<file path="config.mk">
export PLATFORM = sky130hd
export DESIGN_NAME = smx_front
export DESIGN_NICKNAME = d
export VERILOG_FILES = /design/src/hdl/smx_pkg.sv /design/src/hdl/smx_front.sv
export SDC_FILE = /design/constraint.sdc
export NUM_CORES = 1
export LEC_CHECK = 0
export ABC_AREA = 1
export ABC_CLOCK_PERIOD_IN_PS = 3700
export BUFFER_PORTS_ARGS = -buffer_cell sky130_fd_sc_hd__buf_2
export CAP_MARGIN = 20
export CORE_MARGIN = 5
export CORE_UTILIZATION = 38
export CTS_CLUSTER_DIAMETER = 200
export DETAILED_ROUTE_END_ITERATION = 10
export PLACE_DENSITY = 0.84
export SETUP_SLACK_MARGIN = 0.4
export SYNTH_ARGS = -nofsm -noshare
export SYNTH_HDL_FRONTEND = slang
export SYNTH_SLANG_ARGS = --single-unit
</file>
<file path="constraint.sdc">
create_clock -name clk_i -period 3.7 [get_ports clk_i]
set_clock_uncertainty 0.1 [all_clocks]
set_input_delay 0.37 -clock clk_i [delete_from_list [all_inputs] [get_ports clk_i]]
set_output_delay 0.37 -clock clk_i [all_outputs]
set_load 0.01 [all_outputs]
</file>
<file path="src/hdl/smx_pkg.sv">
// Shared types and constants for the stack machine execute unit.
// No dependencies; used by every module under hdl.
package smx_pkg;

  localparam int STACK_DEPTH_DEF = 256;
  localparam int NUM_REGS_DEF    = 16;
  localparam int QUEUE_DEPTH     = 2;

  localparam int DATA_W      = 32;
  localparam int ACTION_W    = 5;
  localparam int REG_IDX_W   = 4;
  localparam int TARGET_W    = 16;
  localparam int STATUS_W    = 3;
  localparam int COUNT_OUT_W = 9;

  localparam logic [ACTION_W-1:0] ACT_PUSH  = 5'd0;
  localparam logic [ACTION_W-1:0] ACT_PUSHR = 5'd1;
  localparam logic [ACTION_W-1:0] ACT_POP   = 5'd2;
  localparam logic [ACTION_W-1:0] ACT_POPR  = 5'd3;
  localparam logic [ACTION_W-1:0] ACT_ADD   = 5'd4;
  localparam logic [ACTION_W-1:0] ACT_SUB   = 5'd5;
  localparam logic [ACTION_W-1:0] ACT_MUL   = 5'd6;
  localparam logic [ACTION_W-1:0] ACT_DIV   = 5'd7;
  localparam logic [ACTION_W-1:0] ACT_OUT   = 5'd8;
  localparam logic [ACTION_W-1:0] ACT_IN    = 5'd9;
  localparam logic [ACTION_W-1:0] ACT_JMP   = 5'd10;
  localparam logic [ACTION_W-1:0] ACT_JEQ   = 5'd11;
  localparam logic [ACTION_W-1:0] ACT_JNE   = 5'd12;
  localparam logic [ACTION_W-1:0] ACT_JA    = 5'd13;
  localparam logic [ACTION_W-1:0] ACT_JAE   = 5'd14;
  localparam logic [ACTION_W-1:0] ACT_JB    = 5'd15;
  localparam logic [ACTION_W-1:0] ACT_JBE   = 5'd16;

  localparam logic [STATUS_W-1:0] ST_OK    = 3'd0;
  localparam logic [STATUS_W-1:0] ST_UNDER = 3'd1;
  localparam logic [STATUS_W-1:0] ST_OVER  = 3'd2;
  localparam logic [STATUS_W-1:0] ST_NOREG = 3'd3;
  localparam logic [STATUS_W-1:0] ST_DIVZ  = 3'd4;

  typedef enum logic [3:0] {
    CLS_PUSH,
    CLS_PUSHR,
    CLS_POP,
    CLS_POPR,
    CLS_ARITH,
    CLS_OUT,
    CLS_JMP,
    CLS_CJMP,
    CLS_NOP
  } op_class_e;

  typedef enum logic [1:0] {
    BK_IDLE,
    BK_EXEC,
    BK_DIV
  } back_state_e;

  typedef struct packed {
    op_class_e                cls;
    logic [ACTION_W-1:0]      action;
    logic [DATA_W-1:0]        value;
    logic [REG_IDX_W-1:0]     reg_index;
    logic [TARGET_W-1:0]      jump_target;
  } smx_entry_t;

  typedef struct packed {
    logic [STATUS_W-1:0]      status;
    logic                     out_valid;
    logic [DATA_W-1:0]        out_value;
    logic                     branch_taken;
    logic [TARGET_W-1:0]      branch_target;
    logic [COUNT_OUT_W-1:0]   stack_count;
  } smx_result_t;

endpackage

</file>
<file path="src/hdl/smx_front.sv">
// Front end: accepts instruction transactions, classifies the action and
// registers the decoded entry for the queue. Depends on smx_pkg.
module smx_front import smx_pkg::*; (
  input  logic                        clk_i,
  input  logic                        rst_ni,
  input  logic                        in_valid_i,
  output logic                        in_ready_o,
  input  logic [ACTION_W-1:0]         action_i,
  input  logic signed [DATA_W-1:0]    value_i,
  input  logic [REG_IDX_W-1:0]        reg_index_i,
  input  logic [TARGET_W-1:0]         jump_target_i,
  output logic                        entry_valid_o,
  output smx_entry_t                  entry_o,
  input  logic                        entry_ready_i
);

  logic       valid_q;
  smx_entry_t entry_q;
  smx_entry_t entry_d;
  op_class_e  cls;

  always_comb begin
    case (action_i) inside
      ACT_PUSH, ACT_IN:                  cls = CLS_PUSH;
      ACT_PUSHR:                         cls = CLS_PUSHR;
      ACT_POP:                           cls = CLS_POP;
      ACT_POPR:                          cls = CLS_POPR;
      ACT_ADD, ACT_SUB, ACT_MUL, ACT_DIV: cls = CLS_ARITH;
      ACT_OUT:                           cls = CLS_OUT;
      ACT_JMP:                           cls = CLS_JMP;
      [ACT_JEQ:ACT_JBE]:                 cls = CLS_CJMP;
      default:                           cls = CLS_NOP;
    endcase
  end

  always_comb begin
    entry_d.cls         = cls;
    entry_d.action      = action_i;
    entry_d.value       = value_i;
    entry_d.reg_index   = reg_index_i;
    entry_d.jump_target = jump_target_i;
  end

  assign in_ready_o    = !valid_q || entry_ready_i;
  assign entry_valid_o = valid_q;
  assign entry_o       = entry_q;

  always_ff @(posedge clk_i or negedge rst_ni) begin
    if (!rst_ni) begin
      valid_q <= 1'b0;
    end else if (in_ready_o) begin
      valid_q <= in_valid_i;
    end
  end

  always_ff @(posedge clk_i) begin
    if (in_valid_i && in_ready_o) begin
      entry_q <= entry_d;
    end
  end

endmodule

</file>
==> flow_metrics.py <==
metrics = {
    "synth": {
        "synth_ff_type": "edfxtp_1",
        "async_flop_share_pct": 1.61,
        "synth_edf_count": 61,
        "synth.top_cell.area_share_pct": 91.6,
        "yosysMostFrequentCell": "edfxtp_1",
        "postSynthAreaPerCell_sq_um": 20.6,
        "synth_compound_area_share_pct": 0.500,
        "synth_area_sq_um": 2000,
        "synthSimpleGateAreaFrac_pct": 5.19,
        "muxShareOfSynthArea_pct": 0,
        "yosysUniqueCellTypes": 11,
        "syn_nets": 158,
        "yosysSeqAreaShare_pct": 92.8,
        "synth_common_cells": "edfxtp_1, nand2_1, inv_1, nor2_1",
        "ys_ff_latch": 62,
        "synth_cells": 97,
        "synth_top_family_by_area": "simple AND/OR/NAND/NOR gates",
        "synth_xor_area_share_pct": 0,
        "yosysTopAreaCell": "edfxtp_1",
        "synth_area_leaders": "edfxtp_1, nand2_1, inv_1",
        "yosys_warnings": 0,
        "synth_fa_ha_area_share_pct": 0,
    },
    "sta": {
        "tns_ns": 0,
        "tightest_slew_ns": 0.701,
        "fmax_mhz": 613,
        "period_needed_ns": 1.63,
        "hold_viol_final": 0,
        "layout_setup_ws_ns": 2.07,
        "slew_headroom_pct": 53.3,
        "finalCritPeriodShare_pct": 44.1,
        "holdWs_ns": 0.127,
        "rsz0062_at_grt": "no",
        "setup_violations": 0,
        "drv_slew": 0,
    },
    "clocking": {
        "ctsRootBufferMaster": "clkbuf_8",
        "cts_htree_levels": 3,
        "clkLatencyLatePin_ns": 0.31,
        "cts_setup_buffers": 0,
        "cts_max_path_buffers": 2,
        "cts_tree": "built",
        "clkTransAtPathRegs_ns": 0.06,
        "cts_sinks": 62,
        "cts_resized": 0,
        "cts_buffers": 9,
        "cts-hold-fix-buffers": 1,
    },
    "job": {
        "max-cap-violations": 0,
    },
    "drt": {
        "ant_nets": 0,
        "vias": 1280,
        "wl_per_cell_microns": 14.5,
        "drt-met1-wl_microns": 1460,
        "wl_met2_microns": 2240,
        "vias_per_cell": 4.17,
        "drtIter0Drc": 37,
        "routed_wl_microns": 4440,
        "drc_errors": 0,
        "drt_first_pass_iters": 5,
        "routed.top_layer": "met4",
        "wl_met3_microns": 649,
    },
    "pwr": {
        "seqPwrFrac_pct": 56.2,
        "powerDensity_nw_per_um2": 506,
        "p_sw_share_pct": 20.3,
        "pwr-share-comb_pct": 8.3,
        "p_leak_nw": 1.28,
        "irDropWorstVdd_uv": 209,
        "switching_power_uw": 299,
        "p_int_mw": 1.17,
        "clkPwrFrac_pct": 35.5,
    },
    "floorplanning": {
        "row_count": 26,
        "ioPinCount": 124,
        "core_sq_um": 5110,
        "die-area_sq_um": 6820,
        "fp.dieH_microns": 82.6,
        "fp.dieW_microns": 82.6,
        "initial_core_util_pct": 39.2,
    },
    "finish": {
        "diodes": 0,
        "drive_above_1_share_pct": 59.5,
        "fin_util_pct": 57.0,
        "fillCellCount": 433,
        "nets": 294,
        "areaGrowthSynthToFinish_pct": 45.5,
    },
    "hold_path": {
        "worstHoldPathType": "primary input to flip-flop",
    },
    "placed_design": {
        "dp_hpwl_microns": 3500,
        "portBuffers": 123,
        "dpl_worst_slack_ns": 2.00,
        "gp_congestion": 0.852,
    },
    "grt": {
        "grt_overflow": 0,
        "grt_pass1_wl_microns": 6060,
        "grt_pass1_vias": 1248,
        "antenna_found_initial": 0,
        "grt_max_degree": 62,
        "gr-usage-all-layers_pct": 13.0,
    },
    "setup_path": {
        "cp_cell_sequence": "a21oi_4 -> buf_4",
        "setup.worst_path.class": "flip-flop to flip-flop",
        "arrival_ns": 1.47,
        "end_kind": "flip-flop",
        "slowest_delay_ns": 0.58,
        "cp_slowest_cell": "buf_4",
        "path_max_fanout": 61,
        "start_kind": "flip-flop",
        "crit_required_ns": 3.54,
    },
    "status": {
        "status": "finished, final reports clean",
    },
}
layer usage:
layer | global-route usage (%) | vias up
li1 | - | 626
met1 | 12.4 | 568
met2 | 22.6 | 79
met3 | 5.10 | 7
met4 | 9.31 | 0
met5 | 0 | -
cells in the final DEF, fill, tap and decap left out, drive strengths merged:
cell type and n:
inv 8, dfrtp 1, edfxtp 61, clkinvlp 1, dlygate4sd3 1, nor2 9, nand2 13, a21oi 2
buf 124, clkbuf 10, nor3 1, nand4 1, bufinv 1, clkinv 3, nand3 1
kinds of logic after synthesis:
group | after synthesis
buffers and inverters | 8
flip-flops | 62
AO/OA/AOI/OAI | 2
AND/OR/NAND/NOR | 25
sequential cells by signal, indices dropped and copies added (netlist names):
register       flops
entry_o           61
entry_valid_o      1
worst max-delay path: cells and delay by family, from the launching register on:
| family | cells | cell delay, ns |
|---|---|---|
| buffers and inverters | 1 | 0.58 |
| flip-flops | 1 | 0.42 |
| AO/OA/AOI/OAI | 1 | 0.15 |
metrics by stage:
step	cells	instance area (sq um)	power (mW)
6_report	307	2910	1.47
2_1_floorplan	97	2000	0.891
3_3_place_gp	291	2720	0.963
3_5_place_dp	291	2720	0.967
5_1_grt	307	2910	1.55
4_1_cts	307	2910	1.50
cell type report:
class | count | area [sq um] | area share, %
multi-input cells | 27 | 125 | 4.30
repair buffers | 125 | 633 | 21.7
flip-flops and latches | 62 | 1860 | 63.8
inverters | 8 | 30.0 | 1.03
clock inverters | 5 | 51.3 | 1.76
well taps | 70 | 87.6 | 3.01
clock buffers | 10 | 128 | 4.38
final timing paths:
path | startpoint | endpoint | slack, ns | cells after the start
setup reg to reg | entry_valid_o$_DFFE_PN0N_ | entry_o[7]$_DFFE_PP_ | 2.07 | 2
min in group asynchronous | rst_ni | entry_valid_o$_DFFE_PN0N_ | 0.29 | 2
max in group asynchronous | rst_ni | entry_valid_o$_DFFE_PN0N_ | 3.13 | 2
hold reg to reg | entry_valid_o$_DFFE_PN0N_ | entry_valid_o$_DFFE_PN0N_ | 0.50 | 2
hold / removal | jump_target_i[10] | entry_o[10]$_DFFE_PP_ | 0.13 | 1
setup / recovery | entry_valid_o$_DFFE_PN0N_ | entry_o[7]$_DFFE_PP_ | 2.07 | 2
power by group through the flow:
stage,Clock (mW),Combinational [mW],Sequential [mW]
2_1_floorplan,0,0.0230,0.868
3_3_place_gp,0,0.121,0.842
3_5_place_dp,0,0.124,0.843
4_1_cts,0.548,0.125,0.828
5_1_grt,0.583,0.135,0.831
6_report,0.523,0.122,0.828
(Power assumes the default switching activity.)
