--- config.mk ---
export PLATFORM = sky130hd
export DESIGN_NAME = smx_queue
export DESIGN_NICKNAME = d
export VERILOG_FILES = /design/src/hdl/smx_pkg.sv /design/src/hdl/smx_queue.sv
export SDC_FILE = /design/constraint.sdc
export NUM_CORES = 1
export LEC_CHECK = 0
export BUFFER_PORTS_ARGS = -buffer_cell sky130_fd_sc_hd__buf_4
export CELL_PAD_IN_SITES_DETAIL_PLACEMENT = 0
export CELL_PAD_IN_SITES_GLOBAL_PLACEMENT = 1
export CORE_MARGIN = 2
export CORE_UTILIZATION = 35
export CTS_CLUSTER_SIZE = 12
export DETAILED_ROUTE_END_ITERATION = 8
export GPL_TIMING_DRIVEN = 0
export PLACE_DENSITY_LB_ADDON = 0.25
export SETUP_SLACK_MARGIN = 0.2
export SLEW_MARGIN = 30
export SYNTH_ARGS = -nofsm -noshare
export SYNTH_HDL_FRONTEND = slang
export SYNTH_SLANG_ARGS = --single-unit
--- constraint.sdc ---
create_clock -name clk_i -period 4.5 [get_ports clk_i]
set_input_delay 0.675 -clock clk_i [delete_from_list [all_inputs] [get_ports clk_i]]
set_output_delay 0.675 -clock clk_i [all_outputs]
set_load 0.01 [all_outputs]
--- src/hdl/smx_pkg.sv ---
// Shared types and constants for the stack machine execute unit.
// No dependencies; used by every module under hdl.
package smx_pkg;

  localparam int STACK_DEPTH_DEF = 256;
  localparam int NUM_REGS_DEF    = 16;
  localparam int QUEUE_DEPTH     = 2;

  localparam int DATA_W      = 32;
  localparam int ACTION_W    = 5;
  localparam int REG_IDX_W   = 4;
  localparam int TARGET_W    = 16;
  localparam int STATUS_W    = 3;
  localparam int COUNT_OUT_W = 9;

  localparam logic [ACTION_W-1:0] ACT_PUSH  = 5'd0;
  localparam logic [ACTION_W-1:0] ACT_PUSHR = 5'd1;
  localparam logic [ACTION_W-1:0] ACT_POP   = 5'd2;
  localparam logic [ACTION_W-1:0] ACT_POPR  = 5'd3;
  localparam logic [ACTION_W-1:0] ACT_ADD   = 5'd4;
  localparam logic [ACTION_W-1:0] ACT_SUB   = 5'd5;
  localparam logic [ACTION_W-1:0] ACT_MUL   = 5'd6;
  localparam logic [ACTION_W-1:0] ACT_DIV   = 5'd7;
  localparam logic [ACTION_W-1:0] ACT_OUT   = 5'd8;
  localparam logic [ACTION_W-1:0] ACT_IN    = 5'd9;
  localparam logic [ACTION_W-1:0] ACT_JMP   = 5'd10;
  localparam logic [ACTION_W-1:0] ACT_JEQ   = 5'd11;
  localparam logic [ACTION_W-1:0] ACT_JNE   = 5'd12;
  localparam logic [ACTION_W-1:0] ACT_JA    = 5'd13;
  localparam logic [ACTION_W-1:0] ACT_JAE   = 5'd14;
  localparam logic [ACTION_W-1:0] ACT_JB    = 5'd15;
  localparam logic [ACTION_W-1:0] ACT_JBE   = 5'd16;

  localparam logic [STATUS_W-1:0] ST_OK    = 3'd0;
  localparam logic [STATUS_W-1:0] ST_UNDER = 3'd1;
  localparam logic [STATUS_W-1:0] ST_OVER  = 3'd2;
  localparam logic [STATUS_W-1:0] ST_NOREG = 3'd3;
  localparam logic [STATUS_W-1:0] ST_DIVZ  = 3'd4;

  typedef enum logic [3:0] {
    CLS_PUSH,
    CLS_PUSHR,
    CLS_POP,
    CLS_POPR,
    CLS_ARITH,
    CLS_OUT,
    CLS_JMP,
    CLS_CJMP,
    CLS_NOP
  } op_class_e;

  typedef enum logic [1:0] {
    BK_IDLE,
    BK_EXEC,
    BK_DIV
  } back_state_e;

  typedef struct packed {
    op_class_e                cls;
    logic [ACTION_W-1:0]      action;
    logic [DATA_W-1:0]        value;
    logic [REG_IDX_W-1:0]     reg_index;
    logic [TARGET_W-1:0]      jump_target;
  } smx_entry_t;

  typedef struct packed {
    logic [STATUS_W-1:0]      status;
    logic                     out_valid;
    logic [DATA_W-1:0]        out_value;
    logic                     branch_taken;
    logic [TARGET_W-1:0]      branch_target;
    logic [COUNT_OUT_W-1:0]   stack_count;
  } smx_result_t;

endpackage

--- src/hdl/smx_queue.sv ---
// Short FIFO of decoded entries between front and back end.
// Depends on smx_pkg for the entry type and depth.
module smx_queue import smx_pkg::*; (
  input  logic       clk_i,
  input  logic       rst_ni,
  input  logic       wr_valid_i,
  input  smx_entry_t wr_data_i,
  output logic       wr_ready_o,
  output logic       rd_valid_o,
  output smx_entry_t rd_data_o,
  input  logic       rd_ready_i
);

  localparam int PW = (QUEUE_DEPTH > 1) ? $clog2(QUEUE_DEPTH) : 1;
  localparam int CW = $clog2(QUEUE_DEPTH + 1);

  smx_entry_t          mem_q [QUEUE_DEPTH];
  logic [PW-1:0]       wptr_q, rptr_q;
  logic [CW-1:0]       cnt_q;
  logic                do_wr, do_rd;

  assign wr_ready_o = cnt_q != CW'(QUEUE_DEPTH);
  assign rd_valid_o = cnt_q != '0;
  assign rd_data_o  = mem_q[rptr_q];
  assign do_wr      = wr_valid_i && wr_ready_o;
  assign do_rd      = rd_valid_o && rd_ready_i;

  always_ff @(posedge clk_i or negedge rst_ni) begin
    if (!rst_ni) begin
      wptr_q <= '0;
      rptr_q <= '0;
      cnt_q  <= '0;
    end else begin
      if (do_wr) begin
        wptr_q <= (wptr_q == PW'(QUEUE_DEPTH - 1)) ? '0 : wptr_q + 1'b1;
      end
      if (do_rd) begin
        rptr_q <= (rptr_q == PW'(QUEUE_DEPTH - 1)) ? '0 : rptr_q + 1'b1;
      end
      if (do_wr && !do_rd) begin
        cnt_q <= cnt_q + 1'b1;
      end else if (do_rd && !do_wr) begin
        cnt_q <= cnt_q - 1'b1;
      end
    end
  end

  always_ff @(posedge clk_i) begin
    if (do_wr) begin
      mem_q[wptr_q] <= wr_data_i;
    end
  end

endmodule

==> results of run 1 <==
registers in the layout, indices dropped and copies added, names as in the netlist:
signal  count
cnt_q       2
mem_q     122
rptr_q      1
wptr_q      1
per-stage QoR:
stage	TNS, ns	hold slack, ns
after global routing	0	0.0314
after CTS	0	0.0359
after global placement	-68.85	0.475
after detailed placement	0	0.475
after floorplan	0	0.379
final	0	0.0587
worst max-delay path, cell delays in order, from the launching register on:
cell and delay, ns:
dfrtp_1 0.33, buf_6 0.20, buf_12 0.17, mux2_4 0.31
buf_4 0.14
final timing paths:
| kind | slack (ns) | depth (start not counted) | to |
|---|---|---|---|
| max in group asynchronous | 4.34 | 1 | cnt_q[1] |
| min reg2reg | 0.51 | 1 | cnt_q[1] |
| max reg2reg | 2.66 | 5 | mem_q[0][9] |
| min | 0.06 | 1 | wptr_q |
| max | 2.26 | 4 | rd_data_o[46] |
| min in group clk_i | 0.45 | 1 | mem_q[1][39] |
cells in the final DEF, fill, tap and decap left out, types with 2 or more instances in the layout:
master,count
clkinv_2,4
edfxtp_1,122
xor2_1,2
bufinv_16,2
clkbuf_16,17
dfrtp_1,4
buf_16,3
nand2_1,2
clkinvlp_4,3
clkinv_1,4
mux2_4,59
mux2_2,2
buf_4,127
xnor2_1,3
buf_12,7
layout make-up:
cell class	count	share of cell area
Timing Repair Buffer	131	0.157
Sequential cell	126	0.558
Tap cell	180	0.0334
Clock buffer	18	0.0636
Buffer	7	0.0195
Inverter	1	0.000556
Clock inverter	14	0.0187
Multi-Input combinational cell	74	0.150
layer usage:
metal / global-route usage / share of wire
met2: 0.183 / 0.48
met3: 0.0534 / 0.084
met4: 0.0560 / 0.015
met1: 0.141 / 0.42
met5: 0 / 0
synthesized netlist by cell type:
cell type / number / area share
mux2_2: 2 / 0.0046
dfrtp_1: 4 / 0.020
nor2_1: 2 / 0.0015
and3_1: 1 / 0.0013
xor2_1: 2 / 0.0036
xnor2_1: 3 / 0.0054
buf_6: 1 / 0.0023
nand2b_1: 1 / 0.0013
buf_12: 6 / 0.025
ha_1: 1 / 0.0026
edfxtp_1: 122 / 0.75
mux2_4: 59 / 0.18
nand2_1: 2 / 0.0015
or2_1: 1 / 0.0013
inv_1: 1 / 0.00077
power by group:
part           internal (uW)  leakage (uW)  switching (uW)
registers               1610       0.00118            70.3
logic                    940       0.00126             693
clock network            801      0.000265             461
total                   3350       0.00270            1220
cell families (layout without fill, tap and decap cells):
| family | after synthesis | after routing | share of synthesized area |
|---|---|---|---|
| muxes | 61 | 61 | 0.185 |
| DFF | 126 | 126 | 0.769 |
| xor gates and xnor gates | 5 | 5 | 0.00894 |
| buffers and inverters | 8 | 171 | 0.0276 |
| and+or+nand+nor | 7 | 7 | 0.00690 |
| adders and majority gates | 1 | 1 | 0.00255 |
==> results by group, run 1 <==
Status
  – Status: finished, final reports clean

Clock tree
  – Root Driver: clkbuf_16
  – CTS tree: done
  – H-tree depth: 4
  – Post CTS Setup Buffer Count: 0
  – Hold-fix buffers, CTS: 0
  – Num Clock Sinks: 126
  – Clk_lat worst skew: 0.40 ns
  – Clk buf depth: 2
  – Num CTS Buffers: 17
  – Post_cts resized: 0
  – Clk pin slew, worst setup/hold paths: 0.05 ns

Logic synthesis
  – Gate Count Post-Synth: 208
  – Syn Area/Cell: 23.5 um^2
  – YS warnings: 0
  – Yosys cell types: 15
  – Sequential share of the synthesized area: 0.769
  – Post-Syn Nets: 274
  – Synthesized area: 0.00490 mm^2
  – Seq cells post-synth: 126

Placed design
  – Placed cell count: 519
  – Number of port buffers: 127
  – DP Worst Slack: 2.53 ns
  – Area post-placement: 0.00619 mm^2
  – DP Wirelength: 5530 um
  – Routability cong.: 0.683

Min path
  – Worst hold path type: in -> async

Drt
  – WL per Instance: 15.2 um
  – Initial DRC count: 91
  – Post-route ant nets: 0
  – Vias per std cell: 4.37
  – DR pass1 iterations: 4
  – # DRC: 0
  – Vias: 2,409
  – Routed WL: 8390 um

Timing
  – Slew HR: 0.716
  – Setup ws final: 2.26 ns
  – Endpoints failing hold: 0
  – Period utilization: 0.498
  – Final slew viol count: 0
  – Max Fclk: 0.446 GHz
  – RSZ-0062 raised after global routing: no
  – Clk_skew: 0.00390 ns
  – Tightest Pin Transition: 0.427 ns
  – Final setup fails: 0
  – Final min period: 2.24 ns

Cells and area
  – Design area: 0.00675 mm^2
  – Fin util: 0.490
  – Multi-input gate area in the final layout: 0.00101 mm^2
  – Register area: 0.00376 mm^2
  – # nets final: 424
  – Antenna cell count: 0
  – Final std cells w/o fill: 551
  – Fill cells: 1,196
  – Area Growth Syn to Fin: 37.8%
  – Share of cells above drive strength 1: 0.615

Die
  – Die area: 0.0150 mm^2
  – Core ar.: 0.0138 mm^2
  – Die width: 122 um
  – Cell Rows: 43
  – Die Ht: 122 um
  – Boundary Pins: 128
  – Starting Density: 0.356

Power and ir drop
  – Static leakage: 0.00270 uW
  – Total Power: 4570 uW
  – Worst VDD drop: 0.000300 V
  – Power per Cell Area: 677 mW/mm^2

GRT
  – Grt ovf: 0
  – Vias in the first global route: 2,592
  – Largest net degree at the start of global routing: 36
  – Antenna violations before repair: 0
  – Overall Global Routing Usage: 0.118
  – First-pass GRT wire length: 13,000 um

Run
  – MaxCap Viol Count: 0

Worst setup path
  – RR Startpoint: cnt_q[0]
  – Crit path capture type: output pin
  – Worst setup startpoint: rptr_q
  – Worst Path Arrival: 1.57 ns
  – Crit start category: flop
  – CP required: 3.83 ns
  – Crit Path Class: reg -> out
  – Crit path max fanout: 10
No activity file was read; power rests on OpenSTA's default activity.
==> inputs of run 2 (changes only) <==
- ABC_AREA: not set -> 1
- clock period: 4.5 -> 1.9 ns (I/O delays scaled with it)
==> run 2 against run 1 <==
Net effect:
- sequential power grew 140%
- die area shrank 3.9%
- final cell count grew 26%
- setup slack lost 2.1 ns
- sequential share of layout area grew 0.40 points
- count of clock-buffer cells in the layout grew 3
- clock power grew 130%
- total power grew 140%
- via count grew 22%
- routed wire length grew 11%
- synthesized cell count grew 67%
- critical path type unchanged
- highest routed layer unchanged
==> results by group, run 2 <==
Status
  – Status: finished, final reports clean

Drt
  – WL per Instance: 13.4 um
  – Post-route ant nets: 0
  – Initial DRC count: 123
  – Vias per std cell: 4.23
  – DR pass1 iterations: 4
  – Vias: 2,939
  – Routed WL: 9310 um
  – # DRC: 0

Worst setup path
  – Crit path max fanout: 10
  – Crit path capture type: output pin
  – Crit start category: flop
  – Flop-to-flop setup slack: 0.44 ns
  – RR Startpoint: cnt_q[0]
  – R2R Path End: mem_q[1][43]
  – Crit Path Class: reg -> out
  – FF-to-FF path depth: 6
  – CP required: 1.62 ns
  – Worst Path Arrival: 1.43 ns

Logic synthesis
  – Yosys cell types: 14
  – Most common cell in the netlist: nand2_1
  – Seq cells post-synth: 126
  – Sequential share of the synthesized area: 0.801
  – Dominant synthesized flop cell: edfxtp_1
  – Post-synth EDFFs: 122
  – Synthesized area: 0.00470 mm^2
  – Post-synth top area share: 0.780
  – Area leader, netlist: edfxtp_1
  – Top post-synthesis cells by count: 192 x nand2_1, 122 x edfxtp_1, 7 x buf_6
  – Synth area leaders: edfxtp_1 78%, nand2_1 15%, dfrtp_1 2.1%
  – Gate Count Post-Synth: 347
  – Syn Area/Cell: 13.5 um^2
  – YS warnings: 0
  – Post-Syn Nets: 413
  – Asr flop ratio synth: 0.0317

GRT
  – Overall Global Routing Usage: 0.140
  – Largest net degree at the start of global routing: 22
  – Antenna violations before repair: 0
  – Grt ovf: 0
  – First-pass GRT wire length: 14,800 um
  – Vias in the first global route: 2,953

Timing
  – Max Fclk: 0.582 GHz
  – Final slew viol count: 0
  – Final min period: 1.72 ns
  – Period utilization: 0.904
  – Setup_tns: 0 ns
  – Final setup fails: 0
  – Slew HR: 0.873
  – Endpoints failing hold: 0
  – Tightest Pin Transition: 0.189 ns
  – Clk_skew: 0.00366 ns
  – RSZ-0062 raised after global routing: yes

Cells and area
  – Share of cells above drive strength 1: 0.349
  – Max reg flops: 122
  – Final std cells w/o fill: 695
  – Antenna cell count: 0
  – Most frequent cells in the layout: 191 x nand2_1, 137 x buf_4, 122 x edfxtp_1, 17 x clkbuf_16, 6 x buf_16
  – Commonest non-fill, non-tap cell in the layout: nand2_1
  – # nets final: 572
  – Most flops, register: mem_q
  – Area Growth Syn to Fin: 42.5%
  – Top Registers: mem_q x122, cnt_q x2

Clock tree
  – H-tree depth: 4
  – CTS tree: done
  – Clk_lat worst skew: 0.41 ns
  – Root Driver: clkbuf_16
  – Clk buf depth: 2
  – Clk pin slew, worst setup/hold paths: 0.05 ns
  – Num Clock Sinks: 126
  – Num CTS Buffers: 17

Power and ir drop
  – Worst VDD drop: 0.000793 V
  – Static leakage: 0.00288 uW
  – Power per Cell Area: 1620 mW/mm^2

Placed design
  – Routability cong.: 0.662
  – DP Wirelength: 6270 um
  – Placed cell count: 656
  – Number of port buffers: 127

Die
  – Die Ht: 120 um
  – Starting Density: 0.356
  – Cell Rows: 42
  – Die area: 0.0144 mm^2
  – Core ar.: 0.0132 mm^2
  – Boundary Pins: 128
  – Die width: 120 um

Min path
  – Hold wc startpoint: wr_data_i[45]
  – Worst Hold Path Cells: 1
  – Worst Hold Endpoint: mem_q[1][45]
  – Worst hold path type: in -> reg

Run
  – MaxCap Viol Count: 0
==> run 2: cell count changes after synthesis, moves of 5 or more <==
cell	before	now
inv_1	1	6
mux2_4	59	0
buf_12	6	0
nand2_1	2	192
buf_6	1	7
buf_4	0	6
==> run 2: logic make-up after synthesis <==
family	share of synthesized area
xor+xnor	0.00373
fa+ha+maj	0.00266
buf+inv	0.0330
flops	0.801
simple gates	0.160
==> run 2: worst max path at each step <==
stage,startpoint,to,slack (ns),cells past startpoint
finish,rptr_q,rd_data_o[54],0.18,6
global placement,cnt_q[0],mem_q[0][11],-0.59,4
floorplan,cnt_q[0],mem_q[0][0],-0.04,4
detailed placement,cnt_q[0],mem_q[0][5],0.09,6
global route,rptr_q,rd_data_o[15],0.08,6
CTS,rptr_q,rd_data_o[32],0.14,6
==> run 2: cell type report <==
cell class | instances | area (um^2)
timing repair buffer | 140 | 1200
inverter | 7 | 33.8
buffer | 13 | 135
sequential | 126 | 3760
clock inverter | 11 | 98.8
multi-input combinational | 201 | 808
tap | 176 | 220
clock buffer | 21 | 440
fill | 1179 | 6490
==> run 2: worst max-delay path, cell delays in order, from the launching register on <==
cell	delay, ns
dfrtp_1	0.36
buf_6	0.15
inv_8	0.10
buf_6	0.14
nand2_1	0.05
nand2_1	0.08
buf_4	0.13
==> run 2: report_power, final <==
group          leakage, uW  switching [uW]  internal, uW  total, uW
combinational      0.00144            2120          1850       3970
clock             0.000266            1060          1890       2950
sequential         0.00118             153          3800       3950
total              0.00288            3330          7540      10900
==> run 2: through the flow <==
step | hold slack (ns) | total power [uW] | worst slack, ns | instance area, um^2 | util
4_1_cts | 0.0339 | 11000 | 0.145 | 6690 | 0.507
3_3_place_gp | 0.0855 | 7610 | -0.594 | 5900 | 0.447
3_5_place_dp | 0.0872 | 7910 | 0.0866 | 6070 | 0.460
2_1_floorplan | -0.0106 | 5930 | -0.0382 | 4730 | -
6_report | 0.0565 | 10900 | 0.182 | 6700 | 0.508
5_1_grt | 0.0333 | 11500 | 0.0812 | 6700 | 0.508
==> run 2: what timing repair did <==
action                                  4_1_cts  5_1_grt
endpoints found under the setup margin       98       61
endpoints found under the hold margin         4        0
pin swaps                                     2        0
hold buffers                                  1        0
resized for setup                             2        2
buffers inserted                              6        0
==> run 2: metal layers <==
metal,up-vias,share of wire,global-route usage
li1,1483,-,-
met1,1343,0.42,0.159
met2,95,0.49,0.225
met3,18,0.075,0.0585
met4,0,0.023,0.0728
met5,-,0,0
